[config.mk]
export PLATFORM = sky130hd
export DESIGN_NAME = highlife_generation_stencil
export DESIGN_NICKNAME = d
export VERILOG_FILES = /design/src/rtl/core/hlgs_pkg.sv /design/src/rtl/core/hlgs_ram.sv /design/src/rtl/core/highlife_generation_stencil.sv
export SDC_FILE = /design/constraint.sdc
export NUM_CORES = 1
export LEC_CHECK = 0
export ABC_CLOCK_PERIOD_IN_PS = 5900
export CORE_UTILIZATION = 40
export DETAILED_ROUTE_END_ITERATION = 12
export DONT_BUFFER_PORTS = 1
export GPL_ROUTABILITY_DRIVEN = 0
export MAX_ROUTING_LAYER = met4
export PLACE_DENSITY = 0.65
export SLEW_MARGIN = 10
export SYNTH_ARGS = -nofsm -noshare
export SYNTH_HDL_FRONTEND = slang
export SYNTH_HIERARCHICAL = 1
export SYNTH_SLANG_ARGS = --single-unit
[constraint.sdc]
create_clock -name i_clk -period 5.9 [get_ports i_clk]
set_clock_uncertainty 0.1 [all_clocks]
set_input_delay 0.59 -clock i_clk [delete_from_list [all_inputs] [get_ports i_clk]]
set_output_delay 0.59 -clock i_clk [all_outputs]
set_load 0.005 [all_outputs]
[src/rtl/core/hlgs_pkg.sv]
// Package: shared types and constants for the HighLife generation stencil.
package hlgs_pkg;

    localparam int MAX_SIZE = 128;
    localparam int ADDR_W   = $clog2(MAX_SIZE);

    localparam logic [7:0] GRID_RESET = 8'd80;
    localparam logic [7:0] GRID_MIN   = 8'd3;
    localparam logic [7:0] GRID_MAX   = 8'(MAX_SIZE);

    localparam logic [3:0] SURVIVE_A = 4'd2;
    localparam logic [3:0] SURVIVE_B = 4'd3;
    localparam logic [3:0] BIRTH_A   = 4'd3;
    localparam logic [3:0] BIRTH_B   = 4'd6;

    typedef enum logic {
        KIND_CELL  = 1'b0,
        KIND_FLUSH = 1'b1
    } t_kind;

    typedef struct packed {
        logic kind;
        logic alive;
    } t_in_item;

    typedef struct packed {
        logic       next_alive;
        logic [6:0] cell_row;
        logic [6:0] cell_col;
        logic       frame_last;
    } t_out_item;

    // One row-store entry: the two rows above the incoming cell.
    typedef struct packed {
        logic older;
        logic newer;
    } t_row_pair;

endpackage

[src/rtl/core/hlgs_ram.sv]
// Generic simple dual-port RAM: one write port, one read port, registered read.
module hlgs_ram #(
    parameter int WIDTH = 2,
    parameter int DEPTH = 128
) (
    input  logic                     i_clk,
    input  logic                     i_wr_en,
    input  logic [$clog2(DEPTH)-1:0] i_wr_addr,
    input  logic [WIDTH-1:0]         i_wr_data,
    input  logic [$clog2(DEPTH)-1:0] i_rd_addr,
    output logic [WIDTH-1:0]         o_rd_data
);

    logic [WIDTH-1:0] r_mem [DEPTH];
    logic [WIDTH-1:0] r_rd_data;

    always_ff @(posedge i_clk) begin
        if (i_wr_en) begin
            r_mem[i_wr_addr] <= i_wr_data;
        end
        r_rd_data <= r_mem[i_rd_addr];
    end

    assign o_rd_data = r_rd_data;

endmodule

[src/rtl/core/highlife_generation_stencil.sv]
// Top level: HighLife (B36/S23) one-generation stencil over a raster cell stream.
// Results go to the output register, or to the skid stage while the output is held.
// Throughput: one input item per cycle while the skid is empty; the row-store RAM read
//   is prefetched at the next column, so a cell sees its column's two upper rows at once.
// Reset (synchronous, active low) sets grid_size to 80 and clears stream state and
//   the output buffer; the row store is not cleared, rows above the top are masked.
module highlife_generation_stencil (
    input  logic               i_clk,
    input  logic               i_rst_n,
    input  logic               i_in_valid,
    output logic               o_in_ready,
    input  hlgs_pkg::t_in_item i_in_data,
    output logic               o_out_valid,
    input  logic               i_out_ready,
    output hlgs_pkg::t_out_item o_out_data,
    input  logic               i_cfg_valid,
    output logic               o_cfg_ready,
    input  logic [7:0]         i_cfg_data
);
    import hlgs_pkg::*;

    // Stream state
    logic [7:0]        r_grid_size, n_grid_size;
    logic [8:0]        r_window,    n_window;
    logic [6:0]        r_in_row,    n_in_row;
    logic [6:0]        r_in_col,    n_in_col;
    logic [6:0]        r_out_row,   n_out_row;
    logic [6:0]        r_out_col,   n_out_col;
    logic [7:0]        r_pending,   n_pending;

    // Output register plus skid stage
    logic              r_out_valid, n_out_valid;
    t_out_item         r_out_data,  n_out_data;
    logic              r_skid_valid, n_skid_valid;
    t_out_item         r_skid_data,  n_skid_data;

    // Row store
    logic              ram_wr_en;
    t_row_pair         ram_wr_data;
    t_row_pair         ram_rd_data;

    // Per-item datapath
    logic              in_acc;
    logic [7:0]        side;
    logic [2:0]        column;
    logic              first_col;
    logic [8:0]        win_shift;
    logic [3:0]        count;
    logic              next_state;
    logic              res_valid;
    t_out_item         res_data;
    logic [7:0]        col_inc;
    logic [7:0]        row_inc;
    logic [7:0]        ocol_inc;
    logic              out_free;

    assign o_cfg_ready = 1'b1;
    assign o_in_ready  = !r_skid_valid;
    assign in_acc      = i_in_valid && o_in_ready;

    // Side length clamped to the supported range
    always_comb begin
        side = r_grid_size;
        if (side < GRID_MIN) side = GRID_MIN;
        if (side > GRID_MAX) side = GRID_MAX;
    end

    // Read port always looks at the next input column, so data is ready on arrival.
    hlgs_ram #(
        .WIDTH ($bits(t_row_pair)),
        .DEPTH (MAX_SIZE)
    ) u_row_store (
        .i_clk     (i_clk),
        .i_wr_en   (ram_wr_en),
        .i_wr_addr (r_in_col[ADDR_W-1:0]),
        .i_wr_data (ram_wr_data),
        .i_rd_addr (n_in_col[ADDR_W-1:0]),
        .o_rd_data (ram_rd_data)
    );

    // Window: three columns of 3 bits, newest in [8:6]; inside a column
    // bit 0 is the upper row, bit 2 the lower.
    always_comb begin
        if (i_in_data.kind == KIND_CELL) begin
            column[0] = (r_in_row >= 7'd2) ? ram_rd_data.older : 1'b0;
            column[1] = (r_in_row >= 7'd1) ? ram_rd_data.newer : 1'b0;
            column[2] = i_in_data.alive;
        end else begin
            column[0] = ram_rd_data.older;
            column[1] = ram_rd_data.newer;
            column[2] = 1'b0;
        end
        first_col = (r_in_col == 7'd0);
        win_shift = {(first_col ? 3'b000 : column), r_window[8:3]};

        count = '0;
        for (int i = 0; i < 9; i++) begin
            if (i != 4) count = count + 4'(win_shift[i]);
        end
        if (win_shift[4]) next_state = (count == SURVIVE_A) || (count == SURVIVE_B);
        else              next_state = (count == BIRTH_A)   || (count == BIRTH_B);
    end

    assign col_inc  = {1'b0, r_in_col}  + 8'd1;
    assign row_inc  = {1'b0, r_in_row}  + 8'd1;
    assign ocol_inc = {1'b0, r_out_col} + 8'd1;

    // Stream control and result forming
    always_comb begin
        n_grid_size = r_grid_size;
        n_window    = r_window;
        n_in_row    = r_in_row;
        n_in_col    = r_in_col;
        n_out_row   = r_out_row;
        n_out_col   = r_out_col;
        n_pending   = r_pending;
        ram_wr_en   = 1'b0;
        ram_wr_data = '{older: ram_rd_data.newer, newer: i_in_data.alive};
        res_valid   = 1'b0;
        res_data    = '{next_alive: next_state, cell_row: r_out_row,
                        cell_col: r_out_col, frame_last: 1'b0};

        if (i_cfg_valid) begin
            // new size restarts the frame
            n_grid_size = i_cfg_data;
            n_window    = '0;
            n_in_row    = '0;
            n_in_col    = '0;
            n_out_row   = '0;
            n_out_col   = '0;
            n_pending   = '0;
        end else if (in_acc) begin
            if (i_in_data.kind == KIND_CELL) begin
                if (r_pending == 8'd0) begin
                    ram_wr_en = 1'b1;
                    n_window  = first_col ? {column, 6'b0} : win_shift;
                    res_valid = (r_in_row >= 7'd2) ||
                                ((r_in_row == 7'd1) && (r_in_col >= 7'd1));
                    if (col_inc >= side) begin
                        n_in_col = '0;
                        if (row_inc >= side) begin
                            // last cell of the frame: drain with side+1 flushes
                            n_in_row  = '0;
                            n_pending = side + 8'd1;
                        end else begin
                            n_in_row = row_inc[6:0];
                        end
                    end else begin
                        n_in_col = col_inc[6:0];
                    end
                end
            end else if (r_pending != 8'd0) begin
                n_window  = first_col ? {column, 6'b0} : win_shift;
                n_in_col  = (col_inc >= side) ? 7'd0 : col_inc[6:0];
                n_pending = r_pending - 8'd1;
                res_valid = 1'b1;
                if (r_pending == 8'd1) begin
                    res_data.frame_last = 1'b1;
                end
            end

            if (res_valid) begin
                if (ocol_inc >= side) begin
                    n_out_col = '0;
                    n_out_row = r_out_row + 7'd1;
                end else begin
                    n_out_col = ocol_inc[6:0];
                end
            end

            if (res_valid && res_data.frame_last) begin
                n_window  = '0;
                n_in_row  = '0;
                n_in_col  = '0;
                n_out_row = '0;
                n_out_col = '0;
                n_pending = '0;
            end
        end
    end

    // Output register with skid: input is taken while a result waits.
    assign out_free = !r_out_valid || i_out_ready;

    always_comb begin
        n_out_valid  = r_out_valid;
        n_out_data   = r_out_data;
        n_skid_valid = r_skid_valid;
        n_skid_data  = r_skid_data;
        if (out_free) begin
            if (r_skid_valid) begin
                n_out_valid  = 1'b1;
                n_out_data   = r_skid_data;
                n_skid_valid = 1'b0;
            end else begin
                n_out_valid = res_valid;
                n_out_data  = res_data;
            end
        end else if (res_valid) begin
            n_skid_valid = 1'b1;
            n_skid_data  = res_data;
        end
    end

    always_ff @(posedge i_clk) begin
        if (!i_rst_n) begin
            r_grid_size  <= GRID_RESET;
            r_window     <= '0;
            r_in_row     <= '0;
            r_in_col     <= '0;
            r_out_row    <= '0;
            r_out_col    <= '0;
            r_pending    <= '0;
            r_out_valid  <= 1'b0;
            r_skid_valid <= 1'b0;
        end else begin
            r_grid_size  <= n_grid_size;
            r_window     <= n_window;
            r_in_row     <= n_in_row;
            r_in_col     <= n_in_col;
            r_out_row    <= n_out_row;
            r_out_col    <= n_out_col;
            r_pending    <= n_pending;
            r_out_valid  <= n_out_valid;
            r_skid_valid <= n_skid_valid;
        end
    end

    // payload registers, no reset
    always_ff @(posedge i_clk) begin
        r_out_data  <= n_out_data;
        r_skid_data <= n_skid_data;
    end

    assign o_out_valid = r_out_valid;
    assign o_out_data  = r_out_data;

endmodule

== After elaboration in Yosys (flattened, before gate mapping) ==
Memories as Yosys holds them, arrays and structs flattened. A register that Yosys moved wholly into a read port is not among the register bits.
Cells that the tools add are included.
Storage, ports and cells
  bits in registers: 87
  bits in latches: 0
  bits in writable memories: 256
  bits in read-only memories: 0
  input bits: 15
  output and inout bits: 19
  word-level logic and storage cells: 133
  memories: 1
Operators by class
  add/subtract/negate cells: 13
  multiply operators: 0
  div/mod/pow operators: 0
  order comparisons: 8
  equality and inequality tests: 7
  shift operators: 0
  muxes and demuxes: 58
  bitwise logic cells: 2
  reductions and logical operators: 27
Memories
  u_row_store.r_mem: words 128, bits a word 2, rd ports 1, clocked after memory_dff 1, wr ports 1, line hlgs_ram.sv:14  | logic [WIDTH-1:0] r_mem [DEPTH];
Operator list (number)
  7-bit 2-to-1 mux: 18
  8-bit 2-to-1 mux: 8
  9-bit 2-to-1 mux: 5
  7-bit by 1-bit adder with 8-bit output (second input constant): 3
  8-bit >= comparator: 3
  1-bit 2-to-1 mux: 24
  4-bit by 1-bit adder with 4-bit output: 4
  16-bit 2-to-1 mux: 1
  7-bit by 1-bit >= comparator with 1-bit output (second input constant): 2
  3-bit nonzero test: 3
  8-bit by 1-bit adder with 8-bit output (second input constant): 1
  4-bit by 2-bit equality test with 1-bit output (second input constant): 2
  8-bit by 1-bit equality test with 1-bit output (second input constant): 1
  8-bit greater-than comparator (second input constant): 1
  8-bit zero test: 1
  8-bit by 2-bit < comparator with 1-bit output (second input constant): 1
  2-bit nonzero test: 4
  8-bit nonzero test: 1
  8-bit by 1-bit subtractor with 8-bit output (second input constant): 1
  7-bit by 1-bit adder with 7-bit output (second input constant): 1
  7-bit by 1-bit equality test with 1-bit output (second input constant): 1
  7-bit by 2-bit >= comparator with 1-bit output (second input constant): 1
  7-bit zero test: 1
  3-bit 2-to-1 mux: 2
  other kinds (15): 25

== Logic depth before layout (Yosys ltp) ==
  depth in word-level cells: 11
  mapped depth: 20
  depth with buffers taken out: 16

== Modules after synthesis ==
Netlist, hierarchy kept.
Modules (own cells, without submodules)
  hlgs_ram: instances 1, cells an instance 611, area each 10612.7 sq um, seq. area each 7727.4 sq um
  highlife_generation_stencil: instances 1, cells an instance 533, area each 5026.1 sq um, seq. area each 2001.9 sq um

== Least setup slack after synthesis ==
OpenSTA, ideal clock, no wires.
  kind: register -> register
  start: register r_in_col[3]
  end: register u_row_store.r_rd_data[0], in the netlist u_row_store/o_rd_data[0] (read register of u_row_store.r_mem)
  data arrival time: 4.829 ns
  required time: 5.666 ns
  setup slack: 0.836 ns
  stages on the path, launching flop included: 20
  cell sequence: dfxtp_1 -> clkbuf_1 -> nand3_1 -> nor2_1 -> xor2_1 -> ha_1 -> and2_1 -> a221oi_1 -> o21ai_0 -> nor3_1 -> a21oi_1 -> nor2_1 -> buf_6 -> buf_6 -> buf_2 -> mux4_2 -> mux2_2 -> o22ai_1 -> nor3_1 -> or4_1
On the way
  word-level cells in the longest chain between the ends: 11
  elaborated cells on any way between the ends: 17
  classes of those cells: 1 x add/sub; 2 x order compare; 11 x mux; 3 x reduce/logical
RTL lines
  from (decl): line highlife_generation_stencil.sv:26  | logic [6:0] r_in_col, n_in_col;
  from (signal assigned): line highlife_generation_stencil.sv:220  | r_in_col <= n_in_col;
  branches (longest 8 deep; another with 7-bit by 1-bit adder with 8-bit output)
  7-bit 2-to-1 mux *: line highlife_generation_stencil.sv:171  | if (res_valid && res_data.frame_last) begin
  7-bit 2-to-1 mux *: line highlife_generation_stencil.sv:132  | end else if (in_acc) begin
  7-bit 2-to-1 mux *: line highlife_generation_stencil.sv:123  | if (i_cfg_valid) begin
  named net n_in_col[0]: line highlife_generation_stencil.sv:26
  to (decl): line hlgs_ram.sv:15  | logic [WIDTH-1:0] r_rd_data;
Mark *: on every way through the listed nets, which the timed path passes. The select of a mux whose other input is x is not followed.
A chain may end at the register's enable or synchronous reset.

== Worst setup path in the final report ==
  start: register r_in_col[0]
  end: register u_row_store.r_rd_data[1], in the netlist u_row_store/o_rd_data[1] (read register of u_row_store.r_mem)
On the way
  word-level cells in the longest chain between the ends: 11
  elaborated cells on any way between the ends: 17
  classes of those cells: 1 x add/sub; 2 x order compare; 11 x mux; 3 x reduce/logical
RTL lines (line)
  branches (longest 9 deep; another with 7-bit by 1-bit adder with 8-bit output)
  7-bit 2-to-1 mux *: highlife_generation_stencil.sv:132
  7-bit 2-to-1 mux *: highlife_generation_stencil.sv:123
  named net n_in_col[0]: highlife_generation_stencil.sv:26
Marked as above.

==> reports/qor.yml <==
syn_inst: 1144
synth_top_area_cell: "edfxtp_1"
max_slew_margin_pct: 27.15
io_buffers: 0
finalSetupTns_ps: 0
hp-class: "input port to flop"
status: "finished, final reports clean"
pre_cts_slack_ps: 186.9
clk_transition_reported_paths_ps: 60
fin_nets: 1211
setup_viol: 0
critPathTopFamily: "simple AND/OR/NAND/NOR gates"
grt_max_degree: 131
yosysTopAreaCellShare_pct: 55.30
cts_sinks: 342
hpwl_um: 21750
clock_path_buffers: 3
synthToLayoutAreaGrowth_pct: 11.74
path_buf_inv: 1
grt_pass1_wl_um: 53540
die_h_um: 199.7
yosysWarnings: 6
path_cells: "ha_1, nand3_1, nor2_1, xor2_1, ha_1, and2_1, a221oi_1, o21ai_1, nor3_1, a21oi_1, nor2_4, clkbuf_16, mux4_2, mux4_2, o22ai_1, nor3_1, or4_1"
arrival_ps: 5750
synth_seq_cells: 342
holdWs_ps: 52.20
vias: 9490
drv_slew: 0
power.static_leakage_nw: 5.678
cpMaxStageDelayCell: "mux4_2"
htreeDepth: 2
cp.required_ps: 6240
fin_area_sq_um: 17480
cts_tree: "built"
start_kind: "flop"
ant_nets: 0
drive_gt1_share_pct: 13.83
hold_viol: 0
max_freq_ghz: 0.1849
cap_violations: 0
io_pins: 34
yosysMostFrequentCell: "edfxtp_1"
gr-usage-all-layers_pct: 18.32
yosys-top-cells-area: "edfxtp_1 55%, mux4_2 7.3%, dfxtp_1 6.9%"
netlist-cell-type-count: 70
synth_common_cells: "288 x edfxtp_1, 165 x nor2_1, 57 x nand2_1, 54 x dfxtp_1, 51 x mux4_2"
powerDensity_nw_per_um2: 291.9
tightestPinTransition_ps: 1090
ys_seq_area_share_pct: 62.21
syn_area_per_cell_sq_um: 13.67
post-cts-setup-buffer-count: 0
clock_latency_ps: 560
async_reset_ff_share_pct: 0
grt_remaining_overflow: 0
cts_root_buffer: "clkbuf_16"
period_needed_ps: 5410
worst_slack_ps: 490.4
path_class: "flop to flop"
drt_iter0_drc: 773
dr.pass1.iters: 4
vias_per_cell: 5.592
post_drt_wl_per_cell_um: 20.23
remaining_drc_errors: 0
critPathMaxFanout: 56
dpl-instance-area_sq_um: 16290
dieWidth_um: 199.7
initial_core_util_pct: 40.47
syn_area_sq_um: 15640
antenna_found_initial: 0
max_stage_delay_ps: 560
dieArea_sq_um: 39890
synth_nets: 1202
ys.flop_type: "edfxtp_1"
antennaDiodeCount: 0
synth_edf_count: 288
cts_buffers: 37
wl_um: 34330
ir_worst_vdd_v: 0.0002336
rows: 72
coreArea_sq_um: 38650
fin_crit_sh_pct: 91.69
grt_pass1_vias: 9360
cp-end-kind: "flop"
## stage by stage
stage / utilization (%) / cells / total power, W
finish: 45.22 / 1697 / 0.005102
global route: 45.22 / 1697 / 0.005267
CTS: 45.20 / 1697 / 0.005152
detailed placement: 42.16 / 1631 / 0.002917
global placement: 42.16 / 1631 / 0.002914
floorplan: - / 1144 / 0.002868
## logic make-up after synthesis
kind of cell               share of synthesized area (%)
xor gates and xnor gates                           1.456
AOI/OAI and AO/OA                                  6.185
DFF                                                62.21
other                                            0.02398
muxes                                              12.46
and+or+nand+nor                                    11.77
adders and majority gates                          3.632
buffers and inverters                              2.264
## final timing paths
check	cells past startpoint	slack, ps	endpoint	startpoint
setup / recovery	17	490	u_row_store/o_rd_data[1]	r_in_col[0]
hold reg to reg	2	360	r_window[5]	r_window[5]
setup reg to reg	17	490	u_row_store/o_rd_data[1]	r_in_col[0]
hold / removal	0	50	u_row_store/r_mem[42][0]	i_in_data[0]
## cells in the final DEF (no fill, tap or decap), types with 3 or more instances in the layout
| cell type | count |
|---|---|
| nand3_1 | 40 |
| nor3_1 | 33 |
| a21o_1 | 6 |
| dfxtp_1 | 52 |
| nand4b_1 | 3 |
| mux2_2 | 22 |
| and3_1 | 8 |
| xnor2_1 | 13 |
| clkbuf_1 | 8 |
| xor2_1 | 13 |
| nor2b_1 | 20 |
| o31ai_1 | 8 |
| clkinv_1 | 7 |
| ha_1 | 39 |
| buf_12 | 3 |
| mux2i_1 | 42 |
| a22oi_1 | 17 |
| buf_4 | 21 |
| o21ai_0 | 15 |
| and2_1 | 6 |
| mux4_2 | 51 |
| fa_1 | 4 |
| clkbuf_16 | 39 |
| inv_1 | 24 |
| or4_1 | 6 |
| nor4_1 | 5 |
| nor3b_1 | 5 |
| a21oi_1 | 46 |
| nand2b_1 | 10 |
| nor2_1 | 164 |
| clkinv_2 | 6 |
| a211oi_1 | 5 |
| nand2_1 | 57 |
| or3_1 | 8 |
| mux4_1 | 5 |
| edfxtp_1 | 288 |
| nand4_1 | 9 |
| a31oi_1 | 5 |
| o21a_1 | 3 |
| o22ai_1 | 10 |
## final cells by class
class                      count  area, sq um
timing repair buffer          26        252.7
inverter                      25        93.84
clock inverter                17        157.7
tap                          518        648.1
clock buffer                  48         1008
sequential                   342         9734
fill                        3402        21170
multi-input combinational    721         5580
## worst reg2reg max path, stage by stage, from the launching register on
cell and delay (ps):
dfxtp_1 470, ha_1 290, nand3_1 140, nor2_1 170
xor2_1 200, ha_1 260, and2_1 180, a221oi_1 360
o21ai_1 250, nor3_1 330, a21oi_1 180, nor2_4 160
clkbuf_16 390, mux4_2 580, mux4_2 490, o22ai_1 200
nor3_1 80, or4_1 470
## registers in the layout, summed over array words and instances, names as in the netlist, 2 cells and up
register / flops
r_out_row: 7
o_out_data: 16
u_row_store/o_rd_data: 2
r_in_col: 7
r_grid_size: 8
u_row_store/r_mem: 256
r_out_col: 7
r_in_row: 7
r_skid_data: 16
r_pending: 8
r_window: 6
## per-layer routing
layer / global-route usage, % / vias up / wire [um]
met2: 29.14 / 256 / 16540
met5: - / - / 0
li1: - / 4396 / -
met4: 5.598 / 0 / 885
met3: 3.646 / 65 / 1975
met1: 23.68 / 4773 / 14930
## repair_timing
| item | 4_1_cts | 5_1_grt |
|---|---|---|
| setup endpoints to repair | 0 | 2 |
| gates resized for setup | 0 | 4 |
| hold buffers | 1 | 0 |
| hold endpoints to repair | 2 | 0 |
## power by group
group / switching (W) / internal (W) / leakage (nW)
clock network: 0.000935 / 0.00130 / 0.574
registers: 0.0000187 / 0.00263 / 3.10
logic: 0.000125 / 0.0000939 / 2.01
total: 0.00108 / 0.00402 / 5.68
No activity file was read; power rests on OpenSTA's default activity.
